### src/hw/rtl/assert_macros.svh
// Assertion helpers shared by the RTL. Each expects clk and rst in scope.
`ifndef ASSERT_MACROS_SVH
`define ASSERT_MACROS_SVH

// Same-cycle implication.
`define CRC_ASSERT_IMP(label, ante, cons) \
  label: assert property (@(posedge clk) disable iff (rst) (ante) |-> (cons)) \
    else $error("same-cycle check failed");

// Next-cycle implication.
`define CRC_ASSERT_NXT(label, ante, cons) \
  label: assert property (@(posedge clk) disable iff (rst) (ante) |=> (cons)) \
    else $error("next-cycle check failed");

`endif

### src/hw/rtl/crc_pkg.sv
`default_nettype none
package crc_pkg;

  localparam int CFG_ADDR_W = 4;
  localparam int CFG_DATA_W = 32;
  localparam int S_DATA_W   = 128;
  localparam int M_DATA_W   = 104;
  localparam int KIND_W     = 3;

  // register indexes (paddr[3:2])
  localparam logic [1:0] REG_ACK_TIMEOUT = 2'd0;
  localparam logic [1:0] REG_RETRY_LIMIT = 2'd1;
  localparam logic [1:0] REG_BACKOFF     = 2'd2;
  localparam logic [1:0] REG_REJECT_CODE = 2'd3;

  // input event kinds
  localparam logic [2:0] CMD_SUBMIT = 3'd0;
  localparam logic [2:0] CMD_POLL   = 3'd1;
  localparam logic [2:0] CMD_SENT   = 3'd2;
  localparam logic [2:0] CMD_AIRED  = 3'd3;
  localparam logic [2:0] CMD_ACK    = 3'd4;

  // result actions
  localparam logic [2:0] ACT_NONE     = 3'd0;
  localparam logic [2:0] ACT_SEND     = 3'd1;
  localparam logic [2:0] ACT_RESOLVE  = 3'd2;
  localparam logic [2:0] ACT_ACCEPTED = 3'd3;
  localparam logic [2:0] ACT_BUSY     = 3'd4;

  // resolve outcomes
  localparam logic [1:0] OUTC_ACKED     = 2'd0;
  localparam logic [1:0] OUTC_NO_ACK    = 2'd1;
  localparam logic [1:0] OUTC_RESYNC_NG = 2'd2;

  // sequence number restarted after a context resync
  localparam logic [15:0] SEQ_RESYNC = 16'd1;

  typedef enum logic [1:0] {
    PH_IDLE     = 2'd0,
    PH_SEND_DUE = 2'd1,
    PH_AWAIT    = 2'd2,
    PH_RESOLVED = 2'd3
  } phase_t;

  typedef struct packed {
    logic [31:0] ack_timeout_ms;
    logic [3:0]  retry_limit;
    logic [31:0] retry_backoff_ms;
    logic [7:0]  rejected_ctx_code;
  } cfg_t;

  typedef struct packed {
    logic [2:0]  cmd;
    logic [31:0] now_ms;
    logic [7:0]  dst;
    logic [7:0]  command_code;
    logic [15:0] arg_one;
    logic [15:0] arg_two;
    logic [7:0]  ctx_id;
    logic [15:0] seq;
    logic [7:0]  ack_result;
    logic [15:0] ack_detail;
  } in_item_t;

  typedef struct packed {
    logic [2:0]  action;
    logic [7:0]  out_dst;
    logic [7:0]  out_command;
    logic [15:0] out_arg_one;
    logic [15:0] out_arg_two;
    logic [15:0] out_seq;
    logic [7:0]  out_ctx;
    logic [3:0]  out_attempt;
    logic        ctx_resynced;
    logic [1:0]  outcome;
    logic [7:0]  out_result;
    logic [15:0] out_detail;
  } res_t;

endpackage
`default_nettype wire

### src/hw/rtl/crc_cfg_regs.sv
`default_nettype none
module crc_cfg_regs (
  input  logic                            clk,
  input  logic                            rst,
  input  logic                            psel,
  input  logic                            penable,
  input  logic                            pwrite,
  input  logic [crc_pkg::CFG_ADDR_W-1:0]  paddr,
  input  logic [crc_pkg::CFG_DATA_W-1:0]  pwdata,
  output logic [crc_pkg::CFG_DATA_W-1:0]  prdata,
  output logic                            pready,
  output crc_pkg::cfg_t                   cfg
);
  import crc_pkg::*;

  logic       wr_en;
  logic [1:0] reg_idx;

  assign pready  = 1'b1;
  assign wr_en   = psel & penable & pwrite & pready;
  assign reg_idx = paddr[3:2];

  always_ff @(posedge clk) begin
    if (rst) begin
      cfg <= '0;
    end else if (wr_en) begin
      case (reg_idx)
        REG_ACK_TIMEOUT: cfg.ack_timeout_ms    <= pwdata;
        REG_RETRY_LIMIT: cfg.retry_limit       <= pwdata[3:0];
        REG_BACKOFF:     cfg.retry_backoff_ms  <= pwdata;
        REG_REJECT_CODE: cfg.rejected_ctx_code <= pwdata[7:0];
        default: ;
      endcase
    end
  end

  always_comb begin
    case (reg_idx)
      REG_ACK_TIMEOUT: prdata = cfg.ack_timeout_ms;
      REG_RETRY_LIMIT: prdata = {28'd0, cfg.retry_limit};
      REG_BACKOFF:     prdata = cfg.retry_backoff_ms;
      REG_REJECT_CODE: prdata = {24'd0, cfg.rejected_ctx_code};
      default:         prdata = '0;
    endcase
  end

endmodule
`default_nettype wire

### src/hw/rtl/crc_engine.sv
`default_nettype none
`include "assert_macros.svh"
module crc_engine (
  input  logic              clk,
  input  logic              rst,
  input  logic              fire,
  input  crc_pkg::in_item_t item,
  input  crc_pkg::cfg_t     cfg,
  output crc_pkg::res_t     res
);
  import crc_pkg::*;

  phase_t      phase, phase_next;
  logic [7:0]  held_dst, held_dst_next;
  logic [7:0]  held_command, held_command_next;
  logic [15:0] held_arg_one, held_arg_one_next;
  logic [15:0] held_arg_two, held_arg_two_next;
  logic [7:0]  held_ctx, held_ctx_next;
  logic [15:0] held_seq, held_seq_next;
  logic [3:0]  attempt_count, attempt_count_next;
  logic        resync_spent, resync_spent_next;
  logic        adopted_flag, adopted_flag_next;
  logic [1:0]  final_outcome, final_outcome_next;
  logic [7:0]  final_result, final_result_next;
  logic [15:0] final_detail, final_detail_next;
  logic [31:0] window_start_ms, window_start_ms_next;

  logic [31:0] elapsed;
  logic [31:0] window;
  logic        window_open;
  logic        retries_out;
  logic        ack_match;
  logic        ack_rejected;

  // wrap-safe window test, both sides read as signed 32-bit
  assign elapsed      = item.now_ms - window_start_ms;
  assign window       = cfg.ack_timeout_ms +
                        ((attempt_count != 4'd0) ? cfg.retry_backoff_ms : 32'd0);
  assign window_open  = $signed(elapsed) < $signed(window);
  assign retries_out  = attempt_count >= cfg.retry_limit;
  assign ack_match    = (phase == PH_AWAIT) && (item.dst == held_dst) &&
                        (item.seq == held_seq);
  assign ack_rejected = item.ack_result == cfg.rejected_ctx_code;

  // next state
  always_comb begin
    phase_next           = phase;
    held_dst_next        = held_dst;
    held_command_next    = held_command;
    held_arg_one_next    = held_arg_one;
    held_arg_two_next    = held_arg_two;
    held_ctx_next        = held_ctx;
    held_seq_next        = held_seq;
    attempt_count_next   = attempt_count;
    resync_spent_next    = resync_spent;
    adopted_flag_next    = adopted_flag;
    final_outcome_next   = final_outcome;
    final_result_next    = final_result;
    final_detail_next    = final_detail;
    window_start_ms_next = window_start_ms;
    case (item.cmd)
      CMD_SUBMIT: begin
        if (phase == PH_IDLE) begin
          held_dst_next        = item.dst;
          held_command_next    = item.command_code;
          held_arg_one_next    = item.arg_one;
          held_arg_two_next    = item.arg_two;
          held_ctx_next        = item.ctx_id;
          held_seq_next        = item.seq;
          attempt_count_next   = 4'd0;
          resync_spent_next    = 1'b0;
          adopted_flag_next    = 1'b0;
          final_outcome_next   = OUTC_ACKED;
          final_result_next    = 8'd0;
          final_detail_next    = 16'd0;
          window_start_ms_next = item.now_ms;
          phase_next           = PH_SEND_DUE;
        end
      end
      CMD_POLL: begin
        case (phase)
          PH_AWAIT: begin
            if (!window_open) begin
              if (retries_out) begin
                // resolved and reported by this same poll
                final_outcome_next = OUTC_NO_ACK;
                phase_next         = PH_IDLE;
              end else begin
                attempt_count_next = attempt_count + 4'd1;
                phase_next         = PH_SEND_DUE;
              end
            end
          end
          PH_RESOLVED: phase_next = PH_IDLE;
          default: ;
        endcase
      end
      CMD_SENT: begin
        if (phase == PH_SEND_DUE) begin
          window_start_ms_next = item.now_ms;
          adopted_flag_next    = 1'b0;
          phase_next           = PH_AWAIT;
        end
      end
      CMD_AIRED: begin
        if (phase == PH_AWAIT) begin
          window_start_ms_next = item.now_ms;
        end
      end
      CMD_ACK: begin
        if (ack_match) begin
          if (ack_rejected && !resync_spent) begin
            // first context rejection: adopt and start over
            held_ctx_next        = item.ctx_id;
            held_seq_next        = SEQ_RESYNC;
            attempt_count_next   = 4'd0;
            resync_spent_next    = 1'b1;
            adopted_flag_next    = 1'b1;
            window_start_ms_next = item.now_ms;
            phase_next           = PH_SEND_DUE;
          end else begin
            final_outcome_next = ack_rejected ? OUTC_RESYNC_NG : OUTC_ACKED;
            final_result_next  = item.ack_result;
            final_detail_next  = item.ack_detail;
            phase_next         = PH_RESOLVED;
          end
        end
      end
      default: ;
    endcase
  end

  // result word
  always_comb begin
    logic do_send;
    logic do_resolve;
    do_send    = 1'b0;
    do_resolve = 1'b0;
    res        = '0;
    case (item.cmd)
      CMD_SUBMIT: res.action = (phase == PH_IDLE) ? ACT_ACCEPTED : ACT_BUSY;
      CMD_POLL: begin
        case (phase)
          PH_SEND_DUE: do_send    = 1'b1;
          PH_RESOLVED: do_resolve = 1'b1;
          PH_AWAIT: begin
            do_send    = !window_open && !retries_out;
            do_resolve = !window_open && retries_out;
          end
          default: ;
        endcase
      end
      default: ;
    endcase
    if (do_send) begin
      res.action       = ACT_SEND;
      res.out_dst      = held_dst;
      res.out_command  = held_command;
      res.out_arg_one  = held_arg_one;
      res.out_arg_two  = held_arg_two;
      res.out_seq      = held_seq;
      res.out_ctx      = held_ctx;
      res.out_attempt  = attempt_count_next;
      res.ctx_resynced = adopted_flag;
    end else if (do_resolve) begin
      res.action      = ACT_RESOLVE;
      res.out_dst     = held_dst;
      res.out_seq     = held_seq;
      res.out_attempt = attempt_count;
      res.outcome     = final_outcome_next;
      res.out_result  = final_result;
      res.out_detail  = final_detail;
    end
  end

  always_ff @(posedge clk) begin
    if (rst) begin
      phase           <= PH_IDLE;
      held_dst        <= '0;
      held_command    <= '0;
      held_arg_one    <= '0;
      held_arg_two    <= '0;
      held_ctx        <= '0;
      held_seq        <= '0;
      attempt_count   <= '0;
      resync_spent    <= 1'b0;
      adopted_flag    <= 1'b0;
      final_outcome   <= OUTC_ACKED;
      final_result    <= '0;
      final_detail    <= '0;
      window_start_ms <= '0;
    end else if (fire) begin
      phase           <= phase_next;
      held_dst        <= held_dst_next;
      held_command    <= held_command_next;
      held_arg_one    <= held_arg_one_next;
      held_arg_two    <= held_arg_two_next;
      held_ctx        <= held_ctx_next;
      held_seq        <= held_seq_next;
      attempt_count   <= attempt_count_next;
      resync_spent    <= resync_spent_next;
      adopted_flag    <= adopted_flag_next;
      final_outcome   <= final_outcome_next;
      final_result    <= final_result_next;
      final_detail    <= final_detail_next;
      window_start_ms <= window_start_ms_next;
    end
  end

  `CRC_ASSERT_IMP(a_adopt_needs_resync, adopted_flag, resync_spent)
  `CRC_ASSERT_NXT(a_resolve_goes_idle, fire && (res.action == ACT_RESOLVE), phase == PH_IDLE)
  `CRC_ASSERT_IMP(a_idle_no_traffic, fire && (phase == PH_IDLE),
                  (res.action != ACT_SEND) && (res.action != ACT_RESOLVE))

endmodule
`default_nettype wire

### src/hw/rtl/crc_out_skid.sv
`default_nettype none
`include "assert_macros.svh"
module crc_out_skid (
  input  logic          clk,
  input  logic          rst,
  input  logic          push,
  input  crc_pkg::res_t push_data,
  output logic          can_take,
  output logic          m_valid,
  input  logic          m_ready,
  output crc_pkg::res_t m_data
);
  import crc_pkg::*;

  logic skid_valid;
  res_t skid_data;
  logic pop;

  assign pop      = m_valid & m_ready;
  assign can_take = ~skid_valid;

  always_ff @(posedge clk) begin
    if (rst) begin
      m_valid    <= 1'b0;
      skid_valid <= 1'b0;
    end else if (skid_valid) begin
      if (pop) begin
        skid_valid <= 1'b0;
      end
    end else if (push) begin
      if (!m_valid || pop) begin
        m_valid <= 1'b1;
      end else begin
        skid_valid <= 1'b1;
      end
    end else if (pop) begin
      m_valid <= 1'b0;
    end
  end

  // payload, no reset
  always_ff @(posedge clk) begin
    if (skid_valid) begin
      if (pop) begin
        m_data <= skid_data;
      end
    end else if (push) begin
      if (!m_valid || pop) begin
        m_data <= push_data;
      end else begin
        skid_data <= push_data;
      end
    end
  end

  `CRC_ASSERT_IMP(a_skid_behind_main, skid_valid, m_valid)
  `CRC_ASSERT_NXT(a_skid_holds, skid_valid && !m_ready, skid_valid)
  `CRC_ASSERT_NXT(a_main_holds, m_valid && !m_ready, m_valid)

endmodule
`default_nettype wire

### src/hw/rtl/command_retry_controller.sv
// Stop-and-wait command engine with retry and a single context resync.
// Input stream (s_*): one event word per handshake; s_tuser carries the event
// kind (submit, poll, sent, aired, ack), s_tdata the time stamp and fields.
// Output stream (m_*): exactly one result word per event word, in order;
// m_tuser is the action (none, send, resolve, accepted, busy).
// APB port: four 32-bit registers at byte offsets 0, 4, 8, 12 (ack timeout,
// retry limit, retry backoff, rejected-context code); pready is tied high.
// Write them only while no event is in flight.
// A result word passes through the input register, then the output skid stage,
// which drives m_tvalid. Throughput: one word per cycle while the skid has room,
// set by the state update (window add, signed compare) between input register and skid.
// Stalls: a two-entry output skid keeps s_tready high for one more word after
// m_tready drops; after that s_tready falls and nothing is lost.
// Reset (rst, synchronous, active high): engine idle, engine and config registers
// zero, input register and output skid empty; payload registers are not reset.
`default_nettype none
module command_retry_controller (
  input  logic                            clk,
  input  logic                            rst,
  // slave stream
  input  logic                            s_tvalid,
  output logic                            s_tready,
  // [31:0] now_ms, [39:32] dst, [47:40] command_code, [63:48] arg_one,
  // [79:64] arg_two, [87:80] ctx_id, [103:88] seq, [111:104] ack_result,
  // [127:112] ack_detail
  input  logic [crc_pkg::S_DATA_W-1:0]    s_tdata,
  // [2:0] cmd
  input  logic [crc_pkg::KIND_W-1:0]      s_tuser,
  // master stream
  output logic                            m_tvalid,
  input  logic                            m_tready,
  // [7:0] out_dst, [15:8] out_command, [31:16] out_arg_one, [47:32] out_arg_two,
  // [63:48] out_seq, [71:64] out_ctx, [75:72] out_attempt, [76] ctx_resynced,
  // [78:77] outcome, [86:79] out_result, [102:87] out_detail, [103] zero
  output logic [crc_pkg::M_DATA_W-1:0]    m_tdata,
  // [2:0] action
  output logic [crc_pkg::KIND_W-1:0]      m_tuser,
  // configuration
  input  logic                            psel,
  input  logic                            penable,
  input  logic                            pwrite,
  input  logic [crc_pkg::CFG_ADDR_W-1:0]  paddr,
  input  logic [crc_pkg::CFG_DATA_W-1:0]  pwdata,
  output logic [crc_pkg::CFG_DATA_W-1:0]  prdata,
  output logic                            pready
);
  import crc_pkg::*;

  cfg_t     cfg;
  in_item_t in_item;
  logic     in_valid;
  logic     fire;
  logic     can_take;
  res_t     eng_res;
  res_t     out_res;

  crc_cfg_regs u_cfg (
    .clk     (clk),
    .rst     (rst),
    .psel    (psel),
    .penable (penable),
    .pwrite  (pwrite),
    .paddr   (paddr),
    .pwdata  (pwdata),
    .prdata  (prdata),
    .pready  (pready),
    .cfg     (cfg)
  );

  // input register: the engine consumes it whenever the skid has room
  assign fire     = in_valid & can_take;
  assign s_tready = ~in_valid | can_take;

  always_ff @(posedge clk) begin
    if (rst) begin
      in_valid <= 1'b0;
    end else if (s_tvalid && s_tready) begin
      in_valid <= 1'b1;
    end else if (fire) begin
      in_valid <= 1'b0;
    end
  end

  always_ff @(posedge clk) begin
    if (s_tvalid && s_tready) begin
      in_item.cmd          <= s_tuser;
      in_item.now_ms       <= s_tdata[31:0];
      in_item.dst          <= s_tdata[39:32];
      in_item.command_code <= s_tdata[47:40];
      in_item.arg_one      <= s_tdata[63:48];
      in_item.arg_two      <= s_tdata[79:64];
      in_item.ctx_id       <= s_tdata[87:80];
      in_item.seq          <= s_tdata[103:88];
      in_item.ack_result   <= s_tdata[111:104];
      in_item.ack_detail   <= s_tdata[127:112];
    end
  end

  crc_engine u_engine (
    .clk  (clk),
    .rst  (rst),
    .fire (fire),
    .item (in_item),
    .cfg  (cfg),
    .res  (eng_res)
  );

  crc_out_skid u_skid (
    .clk       (clk),
    .rst       (rst),
    .push      (fire),
    .push_data (eng_res),
    .can_take  (can_take),
    .m_valid   (m_tvalid),
    .m_ready   (m_tready),
    .m_data    (out_res)
  );

  assign m_tuser = out_res.action;
  assign m_tdata = {1'b0, out_res.out_detail, out_res.out_result, out_res.outcome,
                    out_res.ctx_resynced, out_res.out_attempt, out_res.out_ctx,
                    out_res.out_seq, out_res.out_arg_two, out_res.out_arg_one,
                    out_res.out_command, out_res.out_dst};

endmodule
`default_nettype wire

### config.mk
export PLATFORM = sky130hd
export DESIGN_NAME = command_retry_controller
export DESIGN_NICKNAME = d
export VERILOG_FILES = /design/src/hw/rtl/crc_pkg.sv /design/src/hw/rtl/crc_cfg_regs.sv /design/src/hw/rtl/crc_engine.sv /design/src/hw/rtl/crc_out_skid.sv /design/src/hw/rtl/command_retry_controller.sv
export VERILOG_INCLUDE_DIRS = /design/src /design/src/hw/rtl
export SDC_FILE = /design/constraint.sdc
export NUM_CORES = 1
export LEC_CHECK = 0
export ABC_AREA = 1
export BUFFER_PORTS_ARGS = -buffer_cell sky130_fd_sc_hd__buf_4
export CAP_MARGIN = 5
export CORE_AREA = 2 2 195 341
export DETAILED_ROUTE_END_ITERATION = 12
export DIE_AREA = 0 0 197 343
export GPL_TIMING_DRIVEN = 0
export PLACE_DENSITY_LB_ADDON = 0.05
export SLEW_MARGIN = 10
export SYNTH_ARGS = -nofsm -noshare
export SYNTH_HDL_FRONTEND = slang
export SYNTH_SLANG_ARGS = --single-unit
export TNS_END_PERCENT = 50
### constraint.sdc
create_clock -name clk -period 9 [get_ports clk]
set_clock_uncertainty 0.15 [all_clocks]
set_input_delay 0.45 -clock clk [delete_from_list [all_inputs] [get_ports clk]]
set_output_delay 0.45 -clock clk [all_outputs]
set_load 0.02 [all_outputs]
==> reports/metrics.yaml <==
status:
  run_status: "completed"
place:
  port_buffers: 311
  dpl_cell_area_um2: 29300
  dp_hpwl_um: 59500
  dpl_worst_slack_ns: 1.96
  place_inst: 3879
  place_congestion: 0.914
die:
  die_w_um: 197
  die_height_um: 343
  boundaryPins: 316
  initial_utilization_pct: 39.6
  placementRows: 124
  floorplan.core_area_um2: 64900
  fp.dieArea_um2: 67600
drt:
  postRouteWirelength_um: 77300
  detail-route-antenna-nets: 0
  drt_drc_violations_left: 0
  vias: 20400
  detailedRoute.firstPassIterationCount: 5
  routed_via_density: 4.90
  dr.first_iter.drc_count: 895
  wl_per_cell_um: 18.6
critical_path:
  worstSetupEndpointType: "register"
  worstSetupStartpoint: "u_engine.attempt_count[0]"
  setup.worst_path.class: "register to register"
  critPathMostFrequentCell: "nand2_1"
  critPathSlowestCell: "xnor2_1"
  r2r_slack_ns: 2.07
  cp.depth: 31
  required_ns: 9.23
  critPathMaxStageDelay_ns: 0.53
  timing.critical_path.fanout_max: 10
  rr_startpoint: "u_engine.attempt_count[0]"
  critical-path-top-delay-family: "compound AO/OA/AOI/OAI gates"
  worst-endpoint-arrival_ns: 7.16
  critPathCapture: "u_skid.m_data[7]"
  timing.critical_path.buf_inv: 4
  worstRegToRegCells: 31
  timing.critical_path.from_type: "register"
  r2r_end: "u_skid.m_data[7]"
sta:
  setup_viol: 0
  report.final.hold_viol_count: 0
  slew_viol_final: 0
  fmax_ghz: 0.144
  grt_setup_unrepaired: "no"
  timing.final.crit_period_ns: 6.93
  fin_setup_tns_ns: 0
  timing.slew.headroom_pct: 21.1
  min_period_over_period_pct: 77.0
  worstMarginPinSlew_ns: 1.18
  finalWorstSetupSlack_ns: 2.07
cts:
  cts.repair_timing.setup_buffer_count: 0
  cts.hold.buffers_added: 165
  post_cts_resized: 0
  cts_root_buffer: "clkbuf_16"
  cts.sinks: 560
  h-tree-depth: 2
  cts-root-to-sink-buffers: 3
  clkLatencyLatePin_ns: 0.63
  reg_clk_slew_reported_paths_ns: 0.06
  tritoncts: "built"
  cts_inserted_buffers: 54
logic_synthesis:
  synth_area_leaders: "edfxtp_1 40%, dfxtp_1 17%, nand2_1 8.7%, ha_1 5.0%, o21ai_0 4.5%"
  seq_area_frac_synth_pct: 57.0
  synth-main-ff-cell: "edfxtp_1"
  synth-seq-cells: 560
  cell_type_with_the_largest_total_area_after_synthesis: "edfxtp_1"
  netlist_area_um2: 25700
  count_of_warnings_emitted_by_yosys: 0
  netlist-cell-type-count: 56
  synth_enable_flop_cells: 343
  postSynthAreaPerCell_um2: 9.38
  synth_nets: 3017
  synth_largest_type_area_fraction_pct: 40.1
  async_reset_ff_share_pct: 0
  post_synth_inst_count: 2738
pwr:
  worst_ir_drop_vdd_v: 0.000152
  static-leakage-power_nw: 13.3
  power_mw: 5.78
  cell_pwr_density_nw_per_um2: 177
flow_run:
  max-cap-violations: 0
layout:
  layout.cell_area.non_filler_um2: 32700
  drive_gt1_share_pct: 15.4
  fin_cells: 4149
  layout-area-overhead-vs-synth_pct: 27.5
  total_nets_final: 3560
global_route:
  global_route_wire_length_before_repair_um: 117000
  grt_overflow: 0
  antenna_found_initial: 2
  grt_max_degree: 60
  groute.usage.overall_pct: 22.8
  vias_in_the_first_global_route: 20800
min_path:
  worst_hold_path_type: "input pin to register"
worst register-to-register path, delay by kind of cell, from the launching register on:
| family | cells | cell delay [ns] |
|---|---|---|
| flip-flops | 1 | 0.35 |
| AND/OR/NAND/NOR | 14 | 1.77 |
| adder cells (fa/ha/maj) | 3 | 0.90 |
| AO/OA/AOI/OAI | 9 | 1.89 |
| buffers and inverters | 4 | 1.12 |
| XOR/XNOR | 1 | 0.54 |
layout make-up:
| class | count | area [µm²] |
|---|---|---|
| well taps | 819 | 1020 |
| flip-flops and latches | 560 | 14600 |
| clock inverters | 31 | 299 |
| multi-input cells | 1761 | 9360 |
| plain buffers | 105 | 520 |
| diodes | 3 | 7.51 |
| inverters | 312 | 1180 |
| clock buffers | 71 | 1460 |
| repair buffers | 487 | 4240 |
| fillers | 6127 | 32100 |
metal layers:
| layer | track usage, % | vias up | part of all wire [%] |
|---|---|---|---|
| met5 | 0 | - | 0 |
| met4 | 11.3 | 0 | 5.2 |
| met3 | 3.00 | 129 | 4.2 |
| met2 | 43.7 | 508 | 53 |
| met1 | 24.2 | 9533 | 37 |
| li1 | - | 10200 | - |
flip-flops by register name, summed over array words and instances (netlist names), 8 cells and up:
signal,cells
u_skid.m_data,106
u_cfg.cfg,76
u_engine.final_detail,16
u_engine.held_arg_one,16
u_skid.skid_data,106
u_engine.held_command,8
u_engine.held_arg_two,16
u_engine.window_start_ms,32
in_item,131
u_engine.held_dst,8
u_engine.held_seq,16
u_engine.held_ctx,8
u_engine.final_result,8
report_power, final:
| group | internal, mW | switching, mW |
|---|---|---|
| clock network | 1.29 | 1.03 |
| registers | 2.80 | 0.0428 |
| logic | 0.261 | 0.362 |
synth_stat cells, types with 3 or more instances:
library cell  instances
o21bai_1              5
o21ai_2               4
nand3_1              32
o2111ai_1             3
ha_1                103
o21ai_0             233
buf_4                 5
nand4_1              17
nor3_1               16
o21a_1                8
buf_2                12
a21boi_0              7
a31oi_1              14
nand2_2               5
xor2_1               41
inv_2                 9
xnor2_1              30
nor4_1                9
o211ai_1              6
a21o_1                6
nor2_2                7
or2_2                 4
dfxtp_1             217
a21oi_2               3
buf_6                 8
nor2_1              272
nand2_1             592
a21oi_1             231
clkbuf_1             77
o21ai_1              45
edfxtp_1            343
clkinv_1              4
nor2_4               40
inv_1               296
cells by family (layout without fill, tap and decap cells):
| family | count (synthesis) | in the layout | synth area share [%] |
|---|---|---|---|
| other | 2 | 5 | 0.0292 |
| AND/OR/NAND/NOR | 1005 | 1005 | 16.8 |
| AO/OA/AOI/OAI | 578 | 578 | 12.0 |
| buffers and inverters | 417 | 1006 | 6.61 |
| XOR/XNOR | 71 | 71 | 2.42 |
| flip-flops | 560 | 560 | 57.0 |
| adder cells (fa/ha/maj) | 105 | 105 | 5.17 |
worst min path at each step:
stage / from / to / slack [ns] / depth (start not counted)
4_1_cts: paddr[3] / u_cfg.cfg[40] / 0.19 / 6
6_report: paddr[3] / u_cfg.cfg[40] / 0.24 / 6
3_3_place_gp: u_engine.window_start_ms[26] / u_engine.window_start_ms[26] / 0.29 / 2
5_1_grt: rst / u_engine.final_result[5] / 0.26 / 3
3_5_place_dp: u_engine.window_start_ms[19] / u_engine.window_start_ms[19] / 0.30 / 2
2_1_floorplan: u_engine.window_start_ms[26] / u_engine.window_start_ms[26] / 0.28 / 2
metrics by stage:
| stage | hold slack, ns | utilization (%) |
|---|---|---|
| floorplan | 0.283 | - |
| global placement | 0.293 | 44.8 |
| detailed placement | 0.301 | 45.2 |
| CTS | 0.190 | 50.5 |
| global route | 0.255 | 50.5 |
| finish | 0.239 | 50.5 |
layout by cell type, fill, tap and decap left out, drive strengths merged, types with 5 or more instances in the layout:
master,instances
o211ai,6
nand2,599
xnor2,30
edfxtp,343
a21oi,235
or2,5
a21boi,8
buf,350
dlygate4sd3,165
clkinv,29
bufinv,5
xor2,41
nor4,9
o21bai,5
inv,308
a31oi,14
clkbuf,148
nand4,17
nor3,17
a21o,6
o21a,8
o21ai,282
nor2,319
nand3,35
dfxtp,217
ha,103
(Power assumes the default switching activity.)
